**src/sv/prtt_pkg.sv**
```systemverilog
`default_nettype none

package prtt_pkg;

    // Command codes
    localparam logic [2:0] CMD_OPEN    = 3'd0;
    localparam logic [2:0] CMD_ADD_SEG = 3'd1;
    localparam logic [2:0] CMD_COMMIT  = 3'd2;
    localparam logic [2:0] CMD_REMOVE  = 3'd3;
    localparam logic [2:0] CMD_LOOKUP  = 3'd4;

    // Status codes
    localparam logic [2:0] ST_OK         = 3'd0;
    localparam logic [2:0] ST_BAD_ARG    = 3'd1;
    localparam logic [2:0] ST_NO_SPACE   = 3'd2;
    localparam logic [2:0] ST_IO_ERROR   = 3'd3;
    localparam logic [2:0] ST_TABLE_FULL = 3'd4;
    localparam logic [2:0] ST_NOT_FOUND  = 3'd5;

    typedef struct packed {
        logic [2:0]  cmd;
        logic [7:0]  owner_id;
        logic [47:0] virt_addr;
        logic [47:0] region_length;
        logic [47:0] seg_phys;
        logic [47:0] seg_len;
        logic [15:0] handle_in;
    } req_t;

    typedef struct packed {
        logic [2:0]  status;
        logic [15:0] handle_out;
        logic [47:0] phys_out;
        logic        found;
    } rsp_t;

    typedef struct packed {
        logic [47:0] phys;
        logic [47:0] len;
    } seg_t;

    // Controller to datapath
    typedef struct packed {
        logic       take;
        logic       do_open;
        logic       do_add;
        logic       cm_check;
        logic       cp_rd;
        logic       cp_wr;
        logic       cm_fin;
        logic       scan_init;
        logic       scan_rd;
        logic       scan_next;
        logic       rm_shift;
        logic       lk_a;
        logic       seg_init;
        logic       sg_rd;
        logic       sg_a;
        logic       sg_next;
        logic       sg_out;
        logic       set_st;
        logic [2:0] st;
        logic       load_out;
    } ctl_cmd_t;

    // Datapath to controller
    typedef struct packed {
        logic [2:0] cmd;
        logic       cm_go;
        logic       tbl_empty;
        logic       scan_last;
        logic       handle_hit;
        logic       lk_hit;
        logic       seg_none;
        logic       seg_last;
        logic       seg_hit;
        logic       pend_last;
        logic       out_free;
    } ctl_stat_t;

endpackage

`default_nettype wire

```
**src/sv/prtt_ctrl.sv**
```systemverilog
`default_nettype none

module prtt_ctrl (
    input  wire                  clk,
    input  wire                  rst_n,
    input  wire                  req_valid,
    output logic                 req_ready,
    input  prtt_pkg::ctl_stat_t  stat,
    output prtt_pkg::ctl_cmd_t   cmd
);
    import prtt_pkg::*;

    localparam logic [3:0] S_IDLE     = 4'd0;
    localparam logic [3:0] S_DISP     = 4'd1;
    localparam logic [3:0] S_CP_RD    = 4'd2;
    localparam logic [3:0] S_CP_WR    = 4'd3;
    localparam logic [3:0] S_CM_FIN   = 4'd4;
    localparam logic [3:0] S_SC_RD    = 4'd5;
    localparam logic [3:0] S_RM_CHK   = 4'd6;
    localparam logic [3:0] S_RM_SHIFT = 4'd7;
    localparam logic [3:0] S_LK_A     = 4'd8;
    localparam logic [3:0] S_LK_B     = 4'd9;
    localparam logic [3:0] S_SG_RD    = 4'd10;
    localparam logic [3:0] S_SG_A     = 4'd11;
    localparam logic [3:0] S_SG_B     = 4'd12;
    localparam logic [3:0] S_SG_OUT   = 4'd13;
    localparam logic [3:0] S_FIN      = 4'd14;

    logic [3:0] state_reg;
    logic [3:0] state_next;

    assign req_ready = (state_reg == S_IDLE);

    always_comb
    begin
        cmd        = '0;
        state_next = state_reg;
        unique case (state_reg)
            S_IDLE:
            begin
                if (req_valid)
                begin
                    cmd.take   = 1'b1;
                    state_next = S_DISP;
                end
            end
            S_DISP:
            begin
                unique case (stat.cmd)
                    CMD_OPEN:
                    begin
                        cmd.do_open = 1'b1;
                        state_next  = S_FIN;
                    end
                    CMD_ADD_SEG:
                    begin
                        cmd.do_add = 1'b1;
                        state_next = S_FIN;
                    end
                    CMD_COMMIT:
                    begin
                        cmd.cm_check = 1'b1;
                        state_next   = stat.cm_go ? S_CP_RD : S_FIN;
                    end
                    CMD_REMOVE, CMD_LOOKUP:
                    begin
                        cmd.scan_init = 1'b1;
                        if (stat.tbl_empty)
                        begin
                            cmd.set_st = 1'b1;
                            cmd.st     = ST_NOT_FOUND;
                            state_next = S_FIN;
                        end
                        else
                        begin
                            state_next = S_SC_RD;
                        end
                    end
                    default:
                    begin
                        cmd.set_st = 1'b1;
                        cmd.st     = ST_BAD_ARG;
                        state_next = S_FIN;
                    end
                endcase
            end
            S_CP_RD:
            begin
                cmd.cp_rd  = 1'b1;
                state_next = S_CP_WR;
            end
            S_CP_WR:
            begin
                cmd.cp_wr  = 1'b1;
                state_next = stat.pend_last ? S_CM_FIN : S_CP_RD;
            end
            S_CM_FIN:
            begin
                cmd.cm_fin = 1'b1;
                state_next = S_FIN;
            end
            S_SC_RD:
            begin
                cmd.scan_rd = 1'b1;
                state_next  = (stat.cmd == CMD_REMOVE) ? S_RM_CHK : S_LK_A;
            end
            S_RM_CHK:
            begin
                priority if (stat.handle_hit)
                begin
                    state_next = S_RM_SHIFT;
                end
                else if (stat.scan_last)
                begin
                    cmd.set_st = 1'b1;
                    cmd.st     = ST_NOT_FOUND;
                    state_next = S_FIN;
                end
                else
                begin
                    cmd.scan_next = 1'b1;
                    state_next    = S_SC_RD;
                end
            end
            S_RM_SHIFT:
            begin
                cmd.rm_shift = 1'b1;
                state_next   = S_FIN;
            end
            S_LK_A:
            begin
                cmd.lk_a   = 1'b1;
                state_next = S_LK_B;
            end
            S_LK_B:
            begin
                priority if (stat.lk_hit)
                begin
                    cmd.seg_init = 1'b1;
                    state_next   = stat.seg_none ? S_FIN : S_SG_RD;
                end
                else if (stat.scan_last)
                begin
                    cmd.set_st = 1'b1;
                    cmd.st     = ST_NOT_FOUND;
                    state_next = S_FIN;
                end
                else
                begin
                    cmd.scan_next = 1'b1;
                    state_next    = S_SC_RD;
                end
            end
            S_SG_RD:
            begin
                cmd.sg_rd  = 1'b1;
                state_next = S_SG_A;
            end
            S_SG_A:
            begin
                cmd.sg_a   = 1'b1;
                state_next = S_SG_B;
            end
            S_SG_B:
            begin
                if (stat.seg_hit)
                begin
                    state_next = S_SG_OUT;
                end
                else
                begin
                    cmd.sg_next = 1'b1;
                    state_next  = stat.seg_last ? S_FIN : S_SG_RD;
                end
            end
            S_SG_OUT:
            begin
                cmd.sg_out = 1'b1;
                state_next = S_FIN;
            end
            S_FIN:
            begin
                if (stat.out_free)
                begin
                    cmd.load_out = 1'b1;
                    state_next   = S_IDLE;
                end
            end
            default:
            begin
                state_next = S_IDLE;
            end
        endcase
    end

    always_ff @(posedge clk or negedge rst_n)
    begin
        if (!rst_n)
        begin
            state_reg <= S_IDLE;
        end
        else
        begin
            state_reg <= state_next;
        end
    end

endmodule

`default_nettype wire

```
**config.mk**
```make
export PLATFORM = sky130hd
export DESIGN_NAME = prtt_ctrl
export DESIGN_NICKNAME = d
export VERILOG_FILES = /design/src/sv/prtt_pkg.sv /design/src/sv/prtt_ctrl.sv
export SDC_FILE = /design/constraint.sdc
export NUM_CORES = 1
export LEC_CHECK = 0
export BUFFER_PORTS_ARGS = -buffer_cell sky130_fd_sc_hd__buf_2
export CAP_MARGIN = 40
export CORE_UTILIZATION = 49
export CTS_BUF_LIST = sky130_fd_sc_hd__clkbuf_2
export DETAILED_ROUTE_END_ITERATION = 7
export GPL_TIMING_DRIVEN = 0
export PLACE_DENSITY = 0.87
export SYNTH_ARGS = -nofsm -noshare
export SYNTH_HDL_FRONTEND = slang
export SYNTH_SLANG_ARGS = --single-unit
```
**constraint.sdc**
```tcl
create_clock -name clk -period 3.45 [get_ports clk]
set_input_delay 0.1725 -clock clk [delete_from_list [all_inputs] [get_ports clk]]
set_output_delay 0.1725 -clock clk [all_outputs]
set_load 0.05 [all_outputs]
```
==> flow_summary.json, run 1 <==
{
  "vias_in_the_first_global_route": 707,
  "regToRegStartpoint": "state_reg[3]",
  "diodes": 0,
  "floorplan.initialDensity": 0.5385,
  "synth-seq-area-share": 0.1394,
  "clockBufferDepth": 2,
  "syn_avg_cell_area_sq_um": 6.589,
  "finalPower_uw": 781.3,
  "place.gp.congestion": 0.8888,
  "min-delay-start": "stat[1]",
  "pin_count": 39,
  "worstSetupPathType": "reg -> out",
  "worst_ir_drop_vdd_uv": 384.1,
  "clock_transition_at_the_register_clock_pins_on_the_worst_setup_and_hold_paths_after_cts_ns": 0.05,
  "die_w_microns": 40.29,
  "place_worst_setup_slack_ns": 1.554,
  "timing.final.max_slew_violations": 0,
  "number_of_antenna_violations_at_the_first_check_in_global_routing": 0,
  "holdWs_ns": 0.2315,
  "fraction_of_post_synthesis_cell_area_in_the_top_cell_type_by_area": 0.1394,
  "crit_path_start_kind": "flop",
  "chipHeight_microns": 40.29,
  "postSynthNetCount": 125,
  "finalWirelength_microns": 2041,
  "placedInstanceArea_sq_um": 917.1,
  "fin_crit_ns": 2.122,
  "globalRouteOverflowTotal": 0,
  "drcViolationCount": 0,
  "nets": 167,
  "skew_final_ns": 0.008957,
  "final_core_utilization": 0.7064,
  "outcome": "complete, no violations",
  "synth_top_cells_by_count": "nor2_1 (11), nor3_1 (10), nand2_1 (8), clkbuf_1 (7), nand2b_1 (7)",
  "final_hold_viol_count": 0,
  "crit_required_ns": 3.28,
  "ys.warnings.count": 0,
  "dr.first_iter.drc_count": 30,
  "netlist_top_cells_area": "dfrtp_1 (14%), nor3_1 (7.0%), nand2b_1 (6.1%), nor2_1 (5.7%), nor2b_1 (5.2%)",
  "final_critical_path_setup_slack_ns": 1.328,
  "crit_arrival_ns": 1.95,
  "post_cts_resize_count": 0,
  "power.density_cell_area_mw_per_mm2": 829.3,
  "via_count": 959,
  "core_area_sq_mm": 0.001334,
  "crit-reg2reg-capture": "state_reg[0]",
  "hold-path-endpoint": "state_reg[2]",
  "dp_hpwl_microns": 1561,
  "grt.total_usage": 0.2692,
  "cell_area_after_layout_sq_um": 942.2,
  "synth_area_sq_um": 718.2,
  "viasPerCell": 5.848,
  "synthesis.instances": 109,
  "htree_levels": 1,
  "clk-insertion-delay-late_ns": 0.21,
  "numPortBuffers": 36,
  "placementRows": 13,
  "cts_tree": "yes",
  "synth-edff-count": 0,
  "reg2reg_setup_slack_ns": 1.67,
  "final_layout_size_suffix_gt1_frac": 0.3154,
  "grt_start_max_net_pins": 11,
  "finished_layout_cells": 164,
  "synthDominantAreaCellType": "dfrtp_1",
  "timing.final.setup_violations": 0,
  "largest_reg_flops": 4,
  "holdCritPathClass": "in -> reg",
  "post-synth-top-count-cell": "nor2_1",
  "worst_hold_path.num_cells": 3,
  "maximum_fanout_along_the_worst_path": 9,
  "rsz0062_at_grt": "no",
  "drv_cap": 0,
  "detailedRoute.firstPassIterationCount": 4,
  "first_pass_grt_wire_length_microns": 2939,
  "cts_sinks": 4,
  "placedCellCount": 160,
  "yosys_register_bits": 4,
  "total_leakage_power_nw": 0.4647,
  "ys_async_sr_fraction": 1.000,
  "fmax_ghz": 0.4713,
  "finalSetupTns_ns": 0,
  "flow.area_growth_from_synthesis_pct": 31.18,
  "die_area_sq_mm": 0.001623,
  "main_flop_type_after_synthesis": "dfrtp_1",
  "yosys.cell_types.count": 39,
  "numCtsBuffers": 3,
  "layout_worst_path_cycle_share": 0.6150,
  "worstSetupEndpointType": "output pin",
  "final_antenna_net_count": 0,
  "clock_tree.root_cell": "clkbuf_2",
  "reg2regPathDepth": 6,
  "post_drt_wl_per_cell_microns": 12.45
}
[timing repair]
item                                   in CTS  in global routing
setup buffers                               0                  0
hold buffers                                1                  0
endpoints found under the hold margin       4                  0
[final cells by class]
class / instances / area [sq um]
well taps: 15 / 18.77
plain buffers: 11 / 63.81
multi-input cells: 90 / 539.3
fillers: 116 / 391.6
inverters: 4 / 15.01
repair buffers: 37 / 190.2
clock buffers: 3 / 15.01
flip-flops and latches: 4 / 100.1
[worst max path at each step]
stage | startpoint | cells past startpoint | slack, ns | endpoint
floorplan | state_reg[3] | 4 | 0.49 | cmd[19]
global placement | state_reg[3] | 5 | 1.58 | cmd[19]
detailed placement | state_reg[3] | 5 | 1.55 | cmd[19]
CTS | state_reg[3] | 5 | 1.31 | cmd[19]
global route | state_reg[3] | 8 | 1.14 | cmd[4]
finish | state_reg[3] | 5 | 1.33 | cmd[19]
[placed cells by master (no fill, tap or decap), types with 2 or more instances in the layout]
cell type	netlist	final
nor2_1	11	11
nand2b_1	7	7
nor4_1	3	3
nand2_1	8	8
clkbuf_2	0	3
or4_1	2	2
o21ai_1	2	2
buf_4	2	2
nor3b_1	3	3
inv_1	4	4
nor3_1	10	10
dfrtp_1	4	4
a21oi_1	5	5
clkbuf_1	7	7
nand3_1	3	3
nor2b_1	6	6
buf_6	2	2
o21a_1	2	2
buf_2	0	36
o21ai_0	6	6
o22ai_1	2	2
[cells by family (layout without fill, tap and decap cells)]
| kind of cell | after synthesis | after routing | share of synthesized area |
|---|---|---|---|
| mux | 1 | 1 | 0.01394 |
| buf+inv | 15 | 55 | 0.1097 |
| simple gates | 60 | 60 | 0.4652 |
| compound gates | 28 | 28 | 0.2666 |
| flops | 4 | 4 | 0.1394 |
| other cells | 1 | 1 | 0.005221 |
[metal layers]
layer / vias up / wire, microns / share of wire / GRT usage
met5: - / 0 / 0 / 0
met4: 0 / 10 / 0.0049 / 0.08333
met3: 2 / 138 / 0.068 / 0.03333
met2: 50 / 1018 / 0.50 / 0.4637
met1: 435 / 874 / 0.43 / 0.3455
li1: 472 / - / - / -
[critical path, cell delays in order, from the launching register on]
cell	delay, ns
dfrtp_1	0.37
buf_6	0.13
or4b_4	0.51
buf_6	0.15
nor4b_1	0.27
buf_2	0.31
[power breakdown]
part / switching, mW / internal [mW]
clock: 0.0187 / 0.0234
combinational: 0.428 / 0.202
sequential: 0.0360 / 0.0732
Power figures use the tool's default switching activity.
==> run 2: changes to the inputs <==
--- a/config.mk
+++ b/config.mk
@@ -7,11 +7,11 @@
 export LEC_CHECK = 0
 export BUFFER_PORTS_ARGS = -buffer_cell sky130_fd_sc_hd__buf_2
 export CAP_MARGIN = 40
-export CORE_UTILIZATION = 49
+export CORE_UTILIZATION = 41
 export CTS_BUF_LIST = sky130_fd_sc_hd__clkbuf_2
 export DETAILED_ROUTE_END_ITERATION = 7
 export GPL_TIMING_DRIVEN = 0
-export PLACE_DENSITY = 0.87
+export PLACE_DENSITY = 0.77
 export SYNTH_ARGS = -nofsm -noshare
 export SYNTH_HDL_FRONTEND = slang
 export SYNTH_SLANG_ARGS = --single-unit
==> constraint.sdc (replaced) <==
create_clock -name clk -period 1.9 [get_ports clk]
set_input_delay 0.095 -clock clk [delete_from_list [all_inputs] [get_ports clk]]
set_output_delay 0.095 -clock clk [all_outputs]
set_load 0.05 [all_outputs]
==> flow_summary.json, run 2 (synthesized netlist as in run 1, its figures left out) <==
{
  "timing.final.max_slew_violations": 0,
  "numPortBuffers": 36,
  "fmax_ghz": 0.5372,
  "chipHeight_microns": 43.86,
  "final_hold_viol_count": 0,
  "viasPerCell": 5.604,
  "drv_cap": 0,
  "filler_cell_count": 141,
  "die_area_sq_mm": 0.001923,
  "diodes": 0,
  "floorplan.initialDensity": 0.4556,
  "globalRouteOverflowTotal": 0,
  "detailedRoute.firstPassIterationCount": 6,
  "power_switching_uw": 937.4,
  "max_stage_delay_ns": 0.62,
  "crit_path_start_kind": "flop",
  "cell_area_after_layout_sq_mm": 0.001079,
  "pin_count": 39,
  "worstSetupEndpointType": "output pin",
  "critical_path.slowest_cell": "or4b_4",
  "largest_reg_flops": 4,
  "finalWirelength_microns": 2185,
  "maximum_fanout_along_the_worst_path": 6,
  "die_w_microns": 43.86,
  "total_leakage_power_nw": 0.5045,
  "number_of_antenna_violations_at_the_first_check_in_global_routing": 0,
  "skew_final_ns": 0.002110,
  "most-common-layout-cells": "buf_2 (31), buf_4 (12), nor2_1 (11), nand2_1 (8), nor2b_1 (6)",
  "vias_in_the_first_global_route": 799,
  "via_count": 947,
  "critical_path.cell_chain": "or4b_4, o21bai_4, o21ai_2, buf_6",
  "holdCritPathClass": "in -> reg",
  "dr.first_iter.drc_count": 32,
  "rsz0062_at_grt": "yes",
  "placedInstanceArea_sq_um": 972.2,
  "crit_required_ns": 1.80,
  "switching_share_of_power": 0.5937,
  "finalSetupTns_ns": 0,
  "cts_sinks": 4,
  "layout_worst_path_cycle_share": 0.9798,
  "mostFrequentLayoutCell": "buf_2",
  "clk-insertion-delay-late_ns": 0.21,
  "clock_tree.root_cell": "clkbuf_2",
  "drcViolationCount": 0,
  "nets": 171,
  "holdWs_ns": 0.1566,
  "place.gp.congestion": 0.8374,
  "combinational_cell_fraction_of_total_power": 0.819,
  "clockBufferDepth": 2,
  "htree_levels": 1,
  "power.clock.fraction": 0.051,
  "worstSetupPathType": "reg -> out",
  "outcome": "complete, no violations",
  "placementRows": 14,
  "post_drt_wl_per_cell_microns": 12.93,
  "flow.area_growth_from_synthesis_pct": 50.17,
  "clock_transition_at_the_register_clock_pins_on_the_worst_setup_and_hold_paths_after_cts_ns": 0.05,
  "dp_hpwl_microns": 1561,
  "final_layout_size_suffix_gt1_frac": 0.4706,
  "final_antenna_net_count": 0,
  "seq_power_share": 0.131,
  "grt.total_usage": 0.2374,
  "timing.final.setup_violations": 0,
  "numCtsBuffers": 3,
  "core_area_sq_mm": 0.001577,
  "grt_start_max_net_pins": 11,
  "first_pass_grt_wire_length_microns": 3546,
  "fin_crit_ns": 1.862,
  "internal-power_uw": 641.5,
  "worst_ir_drop_vdd_uv": 678.2,
  "crit_arrival_ns": 1.77,
  "power.density_cell_area_mw_per_mm2": 1464,
  "cts_tree": "yes"
}
## run 2: metrics by stage
stage | util | std cells | total power, mW | setup WS [ns]
5_1_grt | 0.6841 | 169 | 1.700 | -0.01335
6_report | 0.6841 | 169 | 1.579 | 0.03843
3_3_place_gp | 0.6167 | 161 | 1.349 | -0.008320
3_5_place_dp | 0.6167 | 161 | 1.364 | -0.02959
2_1_floorplan | - | 109 | 1.119 | -0.2865
4_1_cts | 0.6516 | 167 | 1.486 | 0.007378
## run 2: layout make-up
type,count,area [sq um],share of cell area
Multi-Input combinational cell,90,611.8,0.5673
Timing Repair Buffer,44,271.5,0.2517
Sequential cell,4,105.1,0.09745
Buffer,8,40.04,0.03712
Tap cell,16,20.02,0.01856
Clock buffer,3,15.01,0.01392
Inverter,4,15.01,0.01392
## run 2: final timing paths
| path | end | cells past startpoint | slack, ns | start |
|---|---|---|---|---|
| setup / recovery | cmd[3] | 4 | 0.04 | state_reg[3] |
| hold / removal | state_reg[2] | 3 | 0.16 | stat[1] |
| setup reg to reg | state_reg[0] | 5 | 0.10 | state_reg[3] |
| hold reg to reg | state_reg[0] | 2 | 0.80 | state_reg[0] |
| max in group asynchronous | state_reg[2] | 2 | 1.55 | rst_n |
| min in group asynchronous | state_reg[0] | 2 | 0.22 | rst_n |
## run 2: critical path, delay by kind of cell, from the launching register on
kind	cells	cell delay (ns)
DFF	1	0.43
buffers and inverters	1	0.17
and+or+nand+nor	1	0.62
AOI/OAI and AO/OA	2	0.34
## run 2: power by group through the flow
stage                     logic, mW  registers (mW)  clock network (mW)
after detailed placement       1.16           0.199                   0
final                          1.29           0.206              0.0797
after global placement         1.15           0.197                   0
after floorplan               0.940           0.179                   0
after CTS                      1.20           0.209              0.0811
after global routing           1.40           0.213              0.0888
## run 2: what timing repair did
item / 4_1_cts / 5_1_grt
hold buffers: 1 / 0
setup buffers: 5 / 2
pin swaps: 3 / 2
gates resized for setup: 10 / 11
setup endpoints to repair: 7 / 5
hold endpoints to repair: 4 / 0
## run 2: metal layers
metal  routed length (microns)  track usage
met5                         0            0
met1                       990       0.3250
met2                      1050       0.3881
met3                       137      0.04583
met4                         7      0.04848
